<file path="src/ttlsw_pkg.sv">
`timescale 1ns / 1ps
// ----------------------------------------------------------------------------
// TTL table expiry sweep package
// Shared widths, request codes, reset values and the command and status
// bundles that join the controller to the datapath.
// ----------------------------------------------------------------------------
package ttlsw_pkg;

  // Field widths.
  localparam int KIND_W  = 2;
  localparam int SLOT_W  = 8;
  localparam int TIME_W  = 64;
  localparam int GRACE_W = 40;
  localparam int COUNT_W = 9;

  // Default table depth.
  localparam int SLOTS_DEFAULT = 256;

  // Grace period after reset.
  localparam logic [GRACE_W-1:0] GRACE_RESET = 40'd10000000000;

  // Request kinds.
  localparam logic [KIND_W-1:0] KIND_WRITE  = 2'd0;
  localparam logic [KIND_W-1:0] KIND_REMOVE = 2'd1;
  localparam logic [KIND_W-1:0] KIND_SWEEP  = 2'd2;

  // Commands from the controller to the datapath.
  typedef struct packed {
    logic clear_step;   // clear the flags of the current slot, advance
    logic load_req;     // capture the request fields, reset the sweep state
    logic access;       // perform the captured write or remove
    logic sweep_step;   // read the current slot into the sweep pipeline
    logic report;       // load the sweep outcome into the result registers
    logic report_zero;  // load an all-zero result
  } ctl_cmd_t;

  // Status from the datapath to the controller.
  typedef struct packed {
    logic idx_last;     // slot counter points at the last slot
    logic pipe_empty;   // no slot in flight in the sweep pipeline
  } dp_stat_t;

endpackage

</file>
<file path="src/ttlsw_ctrl.sv">
`timescale 1ns / 1ps
// ----------------------------------------------------------------------------
// TTL table expiry sweep controller
// Sequences the clearing pass after reset, single-slot accesses and the
// table sweep, and drives the busy flag and the result strobe.
// ----------------------------------------------------------------------------
module ttlsw_ctrl
  import ttlsw_pkg::*;
(
  input  logic              clk,
  input  logic              rst,
  input  logic              start,
  input  logic [KIND_W-1:0] kind,
  input  dp_stat_t          stat,
  output ctl_cmd_t          cmd,
  output logic              busy,
  output logic              done
);

  typedef enum logic [2:0] {
    ST_CLEAR,
    ST_IDLE,
    ST_ACCESS,
    ST_SWEEP,
    ST_DRAIN
  } state_t;

  state_t state;
  state_t state_next;
  logic   done_next;

  // Next state and commands.
  always_comb begin
    state_next = state;
    done_next  = 1'b0;
    cmd        = '0;
    unique case (state)
      ST_CLEAR: begin
        cmd.clear_step = 1'b1;
        if (stat.idx_last) begin
          state_next = ST_IDLE;
        end
      end
      ST_IDLE: begin
        if (start) begin
          cmd.load_req = 1'b1;
          state_next   = (kind == KIND_SWEEP) ? ST_SWEEP : ST_ACCESS;
        end
      end
      ST_ACCESS: begin
        cmd.access      = 1'b1;
        cmd.report_zero = 1'b1;
        done_next       = 1'b1;
        state_next      = ST_IDLE;
      end
      ST_SWEEP: begin
        cmd.sweep_step = 1'b1;
        if (stat.idx_last) begin
          state_next = ST_DRAIN;
        end
      end
      ST_DRAIN: begin
        if (stat.pipe_empty) begin
          cmd.report = 1'b1;
          done_next  = 1'b1;
          state_next = ST_IDLE;
        end
      end
      default: begin
        state_next = ST_IDLE;
      end
    endcase
  end

  // State and registered outputs.
  always_ff @(posedge clk) begin
    if (rst) begin
      state <= ST_CLEAR;
      busy  <= 1'b1;
      done  <= 1'b0;
    end else begin
      state <= state_next;
      busy  <= (state_next != ST_IDLE);
      done  <= done_next;
    end
  end

  // A result is only ever delivered with the block free for the next request.
  a_done_not_busy: assert property (@(posedge clk) disable iff (rst)
    done |-> !busy)
    else $error("result strobe while busy");

  // An accepted request always makes the block busy on the next cycle.
  a_accept_busy: assert property (@(posedge clk) disable iff (rst)
    (start && !busy) |=> busy)
    else $error("request accepted without going busy");

  // The sweep result is reported only once the pipeline has drained.
  a_report_drained: assert property (@(posedge clk) disable iff (rst)
    cmd.report |-> stat.pipe_empty)
    else $error("sweep reported with slots in flight");

endmodule

</file>
<file path="config.mk">
export PLATFORM = sky130hd
export DESIGN_NAME = ttlsw_ctrl
export DESIGN_NICKNAME = d
export VERILOG_FILES = /design/src/ttlsw_pkg.sv /design/src/ttlsw_ctrl.sv
export SDC_FILE = /design/constraint.sdc
export NUM_CORES = 1
export LEC_CHECK = 0
export BUFFER_PORTS_ARGS = -buffer_cell sky130_fd_sc_hd__buf_2
export CORE_AREA = 2 2 39 41
export DETAILED_ROUTE_END_ITERATION = 7
export DIE_AREA = 0 0 41 43
export GPL_ROUTABILITY_DRIVEN = 0
export PLACE_DENSITY = 0.46
export SKIP_CTS_REPAIR_TIMING = 1
export SYNTH_ARGS = -nofsm -noshare
export SYNTH_HDL_FRONTEND = slang
export SYNTH_SLANG_ARGS = --single-unit
</file>
<file path="constraint.sdc">
create_clock -name clk -period 1.69 [get_ports clk]
set_input_delay 0.0845 -clock clk [delete_from_list [all_inputs] [get_ports clk]]
set_output_delay 0.0845 -clock clk [all_outputs]
set_load 0.05 [all_outputs]
</file>
==> results.md, run 1 <==
Cells and area:
- The final antenna diode count is 0.
- The final non-filler cell area is 388 sq um.
- In the layout the commonest cells are 14 x sky130_fd_sc_hd__buf_2, 6 x sky130_fd_sc_hd__nor2_1, 5 x sky130_fd_sc_hd__dfxtp_1.
- Fill cells in the final layout number 159.
- The final layout net count is 56.
- Leaving out filler cells and counting taps, the final layout contains 64.
- The share of final-layout standard cells stronger than drive strength 1 is 45.8%.
- The most common cell after layout, fill and taps aside is sky130_fd_sc_hd__buf_2.
- From synthesis to final layout, the design area changed by 44.9%.

Routing:
- The amount of wire on met2 after detailed routing is 301 um.
- The top layer used by detailed routing is met4.
- The first-pass iteration count of the detailed router is 2.
- After detailed routing, the number of remaining DRC violations is 0.
- The routed design uses 41 um of met3 wire.
- The remaining antenna violation count is 0.
- The via count normalized by instance count is 4.28.
- The per-cell routed wire length is 10.2 um.
- Summed over all layers, the routed wires come to 654 um.
- The via count is 274.
- The detailed-route wire length on metal 1 is 298 um.
- The detailed router finished its first iteration with 4 violations.

Clock network:
- CTS placed an instance of sky130_fd_sc_hd__clkbuf_4 at the clock tree root.
- The CTS tree is done.
- The total number of clock tree sinks is 5.
- The register clock-pin slew on the reported worst setup and hold paths is 0.04 ns.
- The number of CTS-inserted buffers is 3.
- In this run the number of H-tree levels came out at 1.
- The maximum root-to-sink buffer count is 2.
- The latest clock arrival within the worst-skew pair is 0.24 ns.

Logic synthesis:
- In the synthesized netlist the async set-or-reset flop fraction comes to 0%.
- The count of flip-flops with a built-in enable after synthesis is 0.
- The number of different library cells used by synthesis comes to 19.
- Counting every instance in the synthesized netlist gives 31.
- Among all flip-flop cells after synthesis, the most frequent one is sky130_fd_sc_hd__dfxtp_1.
- In this run, synthesis produced a sequential element count of 5.
- The share of the Yosys chip area taken by registers is 37.4%.
- Synthesis produced a netlist with a net count of 38.
- The Yosys step of the flow raised 0 warnings.
- The synthesized area per cell is 8.64 sq um.
- The synthesized area is 268 sq um.

Setup path:
- The maximum fanout encountered on the critical timing path is 8.
- The worst endpoint data arrival time is 1.60 ns.
- The highest cell delay on the worst timing path is 0.46 ns.
- Data on the critical path is required at its endpoint by 1.81 ns.
- The slowest cell on the critical path is sky130_fd_sc_hd__dfxtp_1.
- The cell type group with the largest total delay on the critical path is simple AND/OR/NAND/NOR gates.
- The signal on the critical path passes through inv_1, a2111oi_0, nor4_1, or3_1.
- The element type at the critical path end is a register.
- The buffers plus inverters on the worst setup path is 1.
- STA classifies the critical path startpoint as a register.
- The worst setup path is of the reg -> reg kind.

Global route:
- Summed over all layers, the global routing overflow is 0.
- Entering global routing, the biggest net connects 10 pins.
- The number of antenna violations at the first check in global routing came to 0.
- The number of global-route vias before repair is 263.
- The global-route total usage across every layer is 9.02%.
- The wire length of the first global-routing pass is 1000 um.

Timing:
- The total count of max-transition violations in the final report is 0.
- The worst path meets setup with 0.210 ns of slack.
- The count of final setup violators is 0.
- The hold slack is 0.0618 ns.
- The transition time at the pin with the least slew margin is 0.384 ns.
- The final clock period utilization by the worst path is 87.6%.
- The normalized max-slew margin is 73.7%.
- Derived from the worst setup path, the maximum achievable clock frequency is 676 MHz.
- The number of hold violations in the final report came to 0.
- Setup repair after global routing left no endpoint under its margin.
- The clock period could shrink to 1.48 ns.
- The clock arrives with 0.000182 ns of skew.

Placement:
- The placed instance count is 60.
- The total of buffers placed on input and output ports is 14.
- Summed over all nets, the half-perimeter wirelength after detailed placement is 463 um.
- The cell area after placement is 362 sq um.
- The minimum setup slack after placement is 0.179 ns.

Power:
- In this run the power spent charging and discharging nets is 128 uW.
- The design draws 375 uW.
- The areal power density over the cells is 966 mW/mm^2.
- The design internal power is 247 uW.
- Combinational cells account for 26.7% of the total power.
- The static leakage is 0.000178 uW.
- The share of total power in the clock network is 36.4%.
- The sequential group share of total power is 36.9%.
- The fraction of power spent switching nets is 34.1%.
- VDD sags by at most 161 uV.

Outcome:
- The flow ran to the end, and the final reports show no timing, DRC or antenna violations.

Floorplan:
- The core region is 0.00138 sq mm.
- The die outline height is 43 um.
- The die footprint is 0.00176 sq mm.
- The floorplan die width is 41 um.
- The initial utilization of the core area, before any placement, comes to 19.3%.
- Pin placement for this block handled 15 I/O pins.
- The site row count is 14.

Worst hold path:
- The tightest min-delay check is of the in -> reg type.

Job:
- The max-capacitance violation count is 0.
worst reg2reg max path: stages (launching register included):
cell,delay (ns)
sky130_fd_sc_hd__dfxtp_1,0.46
sky130_fd_sc_hd__inv_1,0.10
sky130_fd_sc_hd__a2111oi_0,0.32
sky130_fd_sc_hd__nor4_1,0.12
sky130_fd_sc_hd__or3_1,0.36
cell type report:
cell class	instances	area [sq um]	share of cell area, %
Multi-Input combinational cell	24	168	43.2
Timing Repair Buffer	14	70.1	18.1
Inverter	1	3.75	0.968
Sequential cell	5	100	25.8
Tap cell	16	20.0	5.16
Clock buffer	4	26.3	6.77
metrics by stage:
step	TNS [ns]	util (%)
after floorplan	-0.0387	-
after global placement	0	26.1
after detailed placement	0	26.1
after CTS	0	28.0
after global routing	0	28.0
final	0	28.0
power groups by stage:
stage / combinational (uW) / sequential (uW) / clock [uW]
final: 99.9 / 138 / 136
after detailed placement: 101 / 140 / 0
after global routing: 108 / 139 / 154
after global placement: 101 / 140 / 0
after CTS: 101 / 138 / 143
after floorplan: 63.2 / 152 / 0
path summary, 6_finish.rpt:
check             slack [ns]     start  cells after the start   end
setup reg to reg        0.21  state[0]                      4  busy
setup / recovery        0.21  state[0]                      4  busy
hold reg to reg         0.71  state[0]                      3  done
hold / removal          0.06       rst                      2  done
layer usage:
metal / up-vias / track usage (%)
met5: - / 0
met4: 0 / 8.00
met3: 2 / 3.14
met2: 10 / 13.1
met1: 117 / 9.58
li1: 145 / -
cell families (layout without fill, tap and decap cells):
logic type / Yosys count / count (layout) / share of synthesized area (%)
AOI/OAI and AO/OA: 4 / 4 / 8.88
buffers and inverters: 2 / 19 / 4.21
DFF: 5 / 5 / 37.4
and+or+nand+nor: 20 / 20 / 49.5
cell usage after synthesis, types with 2 or more instances:
master                     n  area (sq um)
sky130_fd_sc_hd__dfxtp_1   5           100
sky130_fd_sc_hd__a21oi_1   2          10.0
sky130_fd_sc_hd__nand2b_1  2          12.5
sky130_fd_sc_hd__nand2_1   2          7.51
sky130_fd_sc_hd__nor2_1    6          22.5
state kept, by name (all words and copies together), names as in the netlist:
signal	cells
state	3
busy	1
done	1
Power figures use the tool's default switching activity.
==> inputs of run 2 (changes only) <==
Settings changed: ABC_AREA from default to 1, PLACE_DENSITY 0.46 to 0.48.
Clock period 1.69 ns to 1.2 ns, I/O delays scaled along.
==> run 2 against run 1 <==
Net effect: clock-buffer cell count unchanged; area after synthesis up 2.8%; critical path depth unchanged; die area unchanged; flip-flop and latch count unchanged; core utilization up 2.1 points; clock skew up 0.0036 ns; highest routed layer unchanged.
==> results.md, run 2 <==
Floorplan:
- The die covers 0.00176 sq mm.
- The floorplan step set the die height to 43 um.
- The number of primary I/O pins is 15.
- The total area inside the core boundary comes to 0.00138 sq mm.
- The floorplan die width is 41 um.
- After floorplanning, the core was divided into 14 placement rows.
- The starting density of the core is 19.9%.

Logic synthesis:
- The instance count of the mapped netlist is 43.
- By area the synthesized netlist is led by sky130_fd_sc_hd__dfxtp_1 36%, sky130_fd_sc_hd__inv_1 12%, sky130_fd_sc_hd__nand2_1 11%, sky130_fd_sc_hd__nand3_1 9.1%, sky130_fd_sc_hd__nor2_1 8.2%.
- sky130_fd_sc_hd__inv_1 is the most common cell in the netlist.
- The most used flip-flop cell after synthesis is sky130_fd_sc_hd__dfxtp_1.
- Counting every net in the synthesized netlist gives 50.
- The cell area that synthesis handed to floorplanning was 275 sq um.
- By count the netlist is led by 9 x sky130_fd_sc_hd__inv_1, 8 x sky130_fd_sc_hd__nand2_1, 6 x sky130_fd_sc_hd__nor2_1, 5 x sky130_fd_sc_hd__dfxtp_1, 5 x sky130_fd_sc_hd__nand3_1.
- The synthesized design contains 0 enable-type register cells.
- The count of distinct cell types in the synthesized netlist is 13.
- The top cell type by area accounts for 36.4% of the synthesized area.
- The synthesis warning total is 0.
- The biggest area consumer among synthesized cells is sky130_fd_sc_hd__dfxtp_1.
- In the synthesized netlist the async set-or-reset flop fraction comes to 0%.
- Averaged over all synthesized cells, the footprint is 6.40 sq um.
- Counting flops and latches in the post-synthesis netlist gives 5.
- The sequential-to-total area share from yosys stat is 36.4%.

Routing:
- The via count normalized by instance count is 4.09.
- The via count is 311.
- The remaining antenna violation count is 0.
- Wires add up to 628 um.
- After detailed routing, the average wire length per cell comes to 8.26 um.
- The residual DRC count is 0.
- The first-pass iteration count of the detailed router is 4.
- The detailed router's first-iteration violation count is 6.

Clock network:
- The number of CTS-inserted buffers is 3.
- Clock-pin slew was measured on the worst setup and hold paths at 0.05 ns.
- The maximum level of the CTS H-tree is 1.
- The total number of clock tree sinks is 5.
- The tree is rooted in a sky130_fd_sc_hd__clkbuf_4.
- Clock latency on the worst-skew pair, taken at its later pin, is 0.24 ns.
- The CTS tree is done.
- The maximum root-to-sink buffer count is 2.

Power:
- The static leakage is 0.000228 uW.
- Across the VDD grid, the largest voltage drop is 312 uV.
- Overall power consumption after layout is estimated at 584 uW.
- For this design the ratio of total power to cell area is 1400 mW/mm^2.

Setup path:
- The element type at the critical path end is an output port.
- The startpoint identified for the worst register-to-register timing path is state[2].
- The source of the critical timing path is state[2].
- Walking the worst path, the cells encountered are inv_2, nand3_1, nor2_2, buf_6.
- Along the worst path, the maximum fanout reaches 5.
- The slowest cell on the critical path is sky130_fd_sc_hd__dfxtp_2.
- The startpoint type of the worst setup path is a register.
- For this run, the slowest stage of the critical path takes 0.35 ns.
- The worst endpoint data arrival time is 1.07 ns.
- The required time of the critical path is 1.14 ns.
- The start-to-end type of the worst setup path is reg -> out.

Cells and area:
- Across the whole layout, storage elements account for 103 sq um.
- The number of flip-flops under the largest register name is 3.
- The area of combinational cells with multiple inputs is 140 sq um.
- The library cells used most frequently in the layout, excluding fill and tap cells, are 9 x sky130_fd_sc_hd__inv_1, 9 x sky130_fd_sc_hd__buf_2, 8 x sky130_fd_sc_hd__nand2_1.
- The post-route netlist has 41.7% of its cells at a drive strength greater than 1.
- The number of antenna diodes in the final layout is 0.
- The final layout net count is 68.
- Fill cells in the final layout number 171.
- The area growth from synthesis to layout is 51.4%.
- In the final layout, the registers with the most flip-flops are state x3, busy x1, done x1.
- Ranked by flip-flop count, first place goes to state.
- The count of non-filler cells in the finished layout is 76.

Global route:
- The first global-routing pass estimated 966 um of wire.
- Entering global routing, the biggest net connects 6 pins.
- The number of antenna violations at the first check in global routing is 0.
- The number of global-route vias before repair is 294.
- For this run the aggregate overflow at the end of global routing stands at 0.
- Across every metal layer, demand over resource in global routing totals 8.73%.

Timing:
- Setup violations remaining at the end of the flow were counted as 0.
- The normalized max-slew margin is 83.6%.
- Timing would allow up to 881 MHz.
- The post-route clock skew is 0.00382 ns.
- The total count of max-transition violations in the final report is 0.
- The hold slack is 0.0408 ns.
- At the pin with the least slew margin, the transition time is 0.247 ns.
- The final critical path takes up 94.6% of the cycle.
- The number of hold violations in the final report is 0.
- The post-route minimum period is 1.13 ns.
- Setup repair after global routing could not meet its margin everywhere.

Outcome:
- The run finished with clean final reports.

Placement:
- The placed instance count is 72.
- The placed wire-length estimate after detailed placement is 522 um.
- The total of buffers placed on input and output ports is 14.

Worst hold path:
- The class of the tightest hold or removal check is in -> reg.
- The startpoint identified for the worst hold timing path is rst.

Job:
- Across the run, the number of max-cap violations was 0.
[run 2: changes by cell type in the layout (fill, tap and decap cells not counted), moves of 4 or more]
cell and change:
sky130_fd_sc_hd__nand3_1 +4, sky130_fd_sc_hd__inv_1 +8, sky130_fd_sc_hd__nand2_1 +6, sky130_fd_sc_hd__buf_2 -5
[run 2: cell families (layout without fill, tap and decap cells)]
family	after synthesis	after routing	share of synthesized area (%)
and+or+nand+nor	22	22	37.3
buffers and inverters	11	28	16.4
AOI/OAI and AO/OA	5	5	10.0
DFF	5	5	36.4
[run 2: critical path, delay by kind of cell (launching register included)]
family / cells / cell delay [ns]
buffers and inverters: 2 / 0.24
DFF: 1 / 0.35
and+or+nand+nor: 2 / 0.24
[run 2: path summary, 6_finish.rpt]
kind         endpoint  slack [ns]  cells past startpoint
max            cmd[4]        0.07                      4
min reg2reg  state[2]        0.54                      2
min          state[2]        0.04                      2
max reg2reg      busy        0.20                      5
[run 2: power breakdown]
part	total [uW]	internal, uW	switching, uW
Sequential	194	183	11.3
Combinational	194	57.8	136
Clock	196	126	70.0
[run 2: final cells by class]
cell class	count	share of cell area [%]
clock buffer	4	6.31
inverter	10	9.01
multi-input combinational	27	33.6
sequential	5	24.6
tap	16	4.80
timing repair buffer	14	21.6
[run 2: layer usage]
metal / share of wire, % / track usage [%]
met5: 0 / 0
met4: 2.2 / 10.0
met3: 5.7 / 3.14
met2: 52 / 13.8
met1: 39 / 7.05
[run 2: metrics by stage]
stage | instance area, sq um | utilization [%] | worst slack (ns) | TNS (ns)
after global placement | 360 | 26.0 | 0.154 | 0
after global routing | 417 | 30.1 | -0.0144 | -0.0336
after CTS | 387 | 27.9 | -0.0884 | -0.178
final | 417 | 30.1 | 0.0654 | 0
after detailed placement | 360 | 26.0 | 0.161 | 0
after floorplan | 278 | - | 0.0232 | 0
==> inputs of run 3 (changes only) <==
Settings changed: PLACE_DENSITY 0.48 to 0.46.
Clock period 1.2 ns to 1.38 ns, I/O delays scaled along.
==> run 3 against run 2 <==
Net effect: power is 16% lower; global-route usage down 0.59 points; sequential power down 13%; hold slack improved by 0.0071 ns; core utilization down 2.2 points; final area fell by 7.2%; largest cell class unchanged; register-to-register slack improved by 0.16 ns; die area unchanged; routed wire length down 7.0%; clock-buffer cell count did not move; flip-flop and latch count did not move.
==> results.md, run 3 (synthesis results as in run 2) <==
Timing:
- The total count of max-transition violations in the final report is 0.
- The transition time at the pin with the least slew margin is 0.248 ns.
- Setup violations remaining at the end of the flow were counted as 0.
- The number of hold violations in the final report is 0.
- Setup repair after global routing left no endpoint under its margin.
- Static timing analysis puts the maximum clock frequency at 786 MHz.
- The post-route minimum period is 1.27 ns.
- After layout, the worst path uses 92.2% of the clock period.
- The post-route clock skew is 0.00510 ns.
- The setup TNS after final layout is 0 ns.
- The worst pin sits at a relative slew slack of 83.6%.

Routing:
- The per-cell routed wire length is 7.68 um.
- The residual DRC count is 0.
- The via count normalized by instance count is 3.89.
- Wires add up to 584 um.
- The detailed router's first-iteration violation count is 3.
- The first-pass iteration count of the detailed router is 3.
- The remaining antenna violation count is 0.
- The detailed router placed 296 vias in this run.

Setup path:
- The required time of the critical path is 1.31 ns.
- The worst setup path is captured at an output port.
- The largest single stage delay on the critical path is 0.33 ns.
- The buffers plus inverters on the worst setup path is 2.
- The number of cells traversed by the worst register-to-register path is 6.
- Traced cell by cell, the critical path runs through nor2_1, nand3_1, inv_1, clkbuf_4.
- The worst setup path is launched from a register.
- In this run the worst path has a maximum fanout of 4.
- The cell type group with the largest total delay on the critical path is simple AND/OR/NAND/NOR gates.
- The slowest cell on the critical path is sky130_fd_sc_hd__dfxtp_1.
- The worst endpoint data arrival time is 1.20 ns.
- The start-to-end type of the worst setup path is reg -> out.
- The critical path crosses 4 cells after its start point.

Clock network:
- The maximum level of the CTS H-tree is 1.
- The number of CTS-inserted buffers is 3.
- The CTS tree is done.
- After clock tree synthesis, the clock-pin slew on the worst setup and hold paths is 0.04 ns.
- The total number of clock tree sinks is 5.
- The cell at the root of the clock tree is sky130_fd_sc_hd__clkbuf_4.
- The latest clock arrival within the worst-skew pair is 0.24 ns.
- In this run the deepest clock path goes through 2 buffers.

Placement:
- The count of buffers added on input and output ports is 14.
- Summed over all nets, the half-perimeter wirelength after detailed placement is 487 um.
- Once placement finished, the instance area stood at 358 sq um.

Worst hold path:
- The tightest min-delay check is of the in -> reg type.
- The worst hold path passes through 2 cells.

Global route:
- The first global-routing pass estimated 917 um of wire.
- After global routing the overflow that remains totals 0.
- The number of global-route vias before repair came to 245.
- Global routing used 8.13% of the available tracks.
- The number of antenna violations at the first check in global routing was 0.
- Entering global routing, the biggest net connects 6 pins.

Cells and area:
- The most common cell after layout, fill and taps aside is sky130_fd_sc_hd__buf_2.
- The area taken by flip-flops and latches is 100 sq um.
- Once layout is done, the placed cells without fillers occupy 387 sq um.
- The number of flip-flops under the largest register name is 3.
- At the end of the flow the core is filled with cells to 27.9%.
- In the final layout, the registers with the most flip-flops are state x3, busy x1, done x1.
- The final antenna diode count is 0.
- In the final layout, the multi-input gates occupy 130 sq um.
- The share of final-layout standard cells stronger than drive strength 1 is 33.3%.
- The register with the most flip-flops in the final layout is state.
- In the layout the commonest cells are 13 x sky130_fd_sc_hd__buf_2, 9 x sky130_fd_sc_hd__inv_1, 8 x sky130_fd_sc_hd__nand2_1.
- For this run, the post-layout net count is 68.
- The area growth from synthesis to final layout is 40.5%.
- The number of fillers in the final layout is 157.

Power:
- Dividing total power by cell area gives a power density of 1260 mW/mm^2.
- The worst-case IR drop observed on VDD is 434 uV.
- The sum of internal, switching and leakage power is 488 uW.
- The static leakage is 0.000226 uW.

Outcome:
- The flow ran to the end, and the final reports show no timing, DRC or antenna violations.

Floorplan:
- After floorplanning, the core was divided into 14 placement rows.
- In this run the count of I/O pins placed on the die edge is 15.
- The die covers 0.00176 sq mm.
- The region available for standard cell placement spans 0.00138 sq mm.
- The initial utilization of the core area, before any placement, comes to 19.9%.
- The floorplan die width is 41 um.
- The die outline height is 43 um.

Job:
- The max-capacitance violation count is 0.
## run 3: changes by cell type in the layout (fill, tap and decap cells not counted), moves of 2 or more
| cell | previous run | this run |
|---|---|---|
| sky130_fd_sc_hd__nor2_2 | 2 | 0 |
| sky130_fd_sc_hd__nor2_1 | 4 | 6 |
| sky130_fd_sc_hd__dfxtp_1 | 3 | 5 |
| sky130_fd_sc_hd__buf_6 | 2 | 0 |
| sky130_fd_sc_hd__buf_2 | 9 | 13 |
| sky130_fd_sc_hd__dfxtp_2 | 2 | 0 |
## run 3: final timing paths
kind                               start  slack, ns        to
worst min register to register  state[1]       0.57      done
worst max-delay path            state[1]       0.11    cmd[1]
worst min-delay path                 rst       0.05  state[2]
worst max register to register  state[1]       0.36      busy
## run 3: stage by stage
step                      hold WS, ns  instances  setup WS, ns
after floorplan                 0.138         43         0.139
after global placement          0.302         72         0.312
after detailed placement        0.302         72         0.320
after CTS                      0.0426         76        0.0565
after global routing           0.0536         76        0.0101
final                          0.0480         76         0.107
## run 3: routing by layer
layer | global-route usage, % | routed length, um | up-vias
li1 | - | - | 164
met1 | 9.65 | 249 | 122
met2 | 10.3 | 285 | 10
met3 | 6.28 | 49 | 0
met4 | 4.00 | 0 | 0
met5 | 0 | 0 | -
## run 3: layout make-up
cell class,instances,share of cell area [%]
multi-input cells,27,33.7
clock buffers,4,6.80
inverters,10,9.71
flip-flops and latches,5,25.9
repair buffers,14,18.8
well taps,16,5.18
## run 3: where the power goes
| group | internal (uW) | leakage [uW] | switching, uW |
|---|---|---|---|
| clock network | 109 | 0.0000150 | 55.0 |
| registers | 158 | 0.0000410 | 9.76 |
| logic | 42.5 | 0.000170 | 113 |
| total | 309 | 0.000226 | 178 |
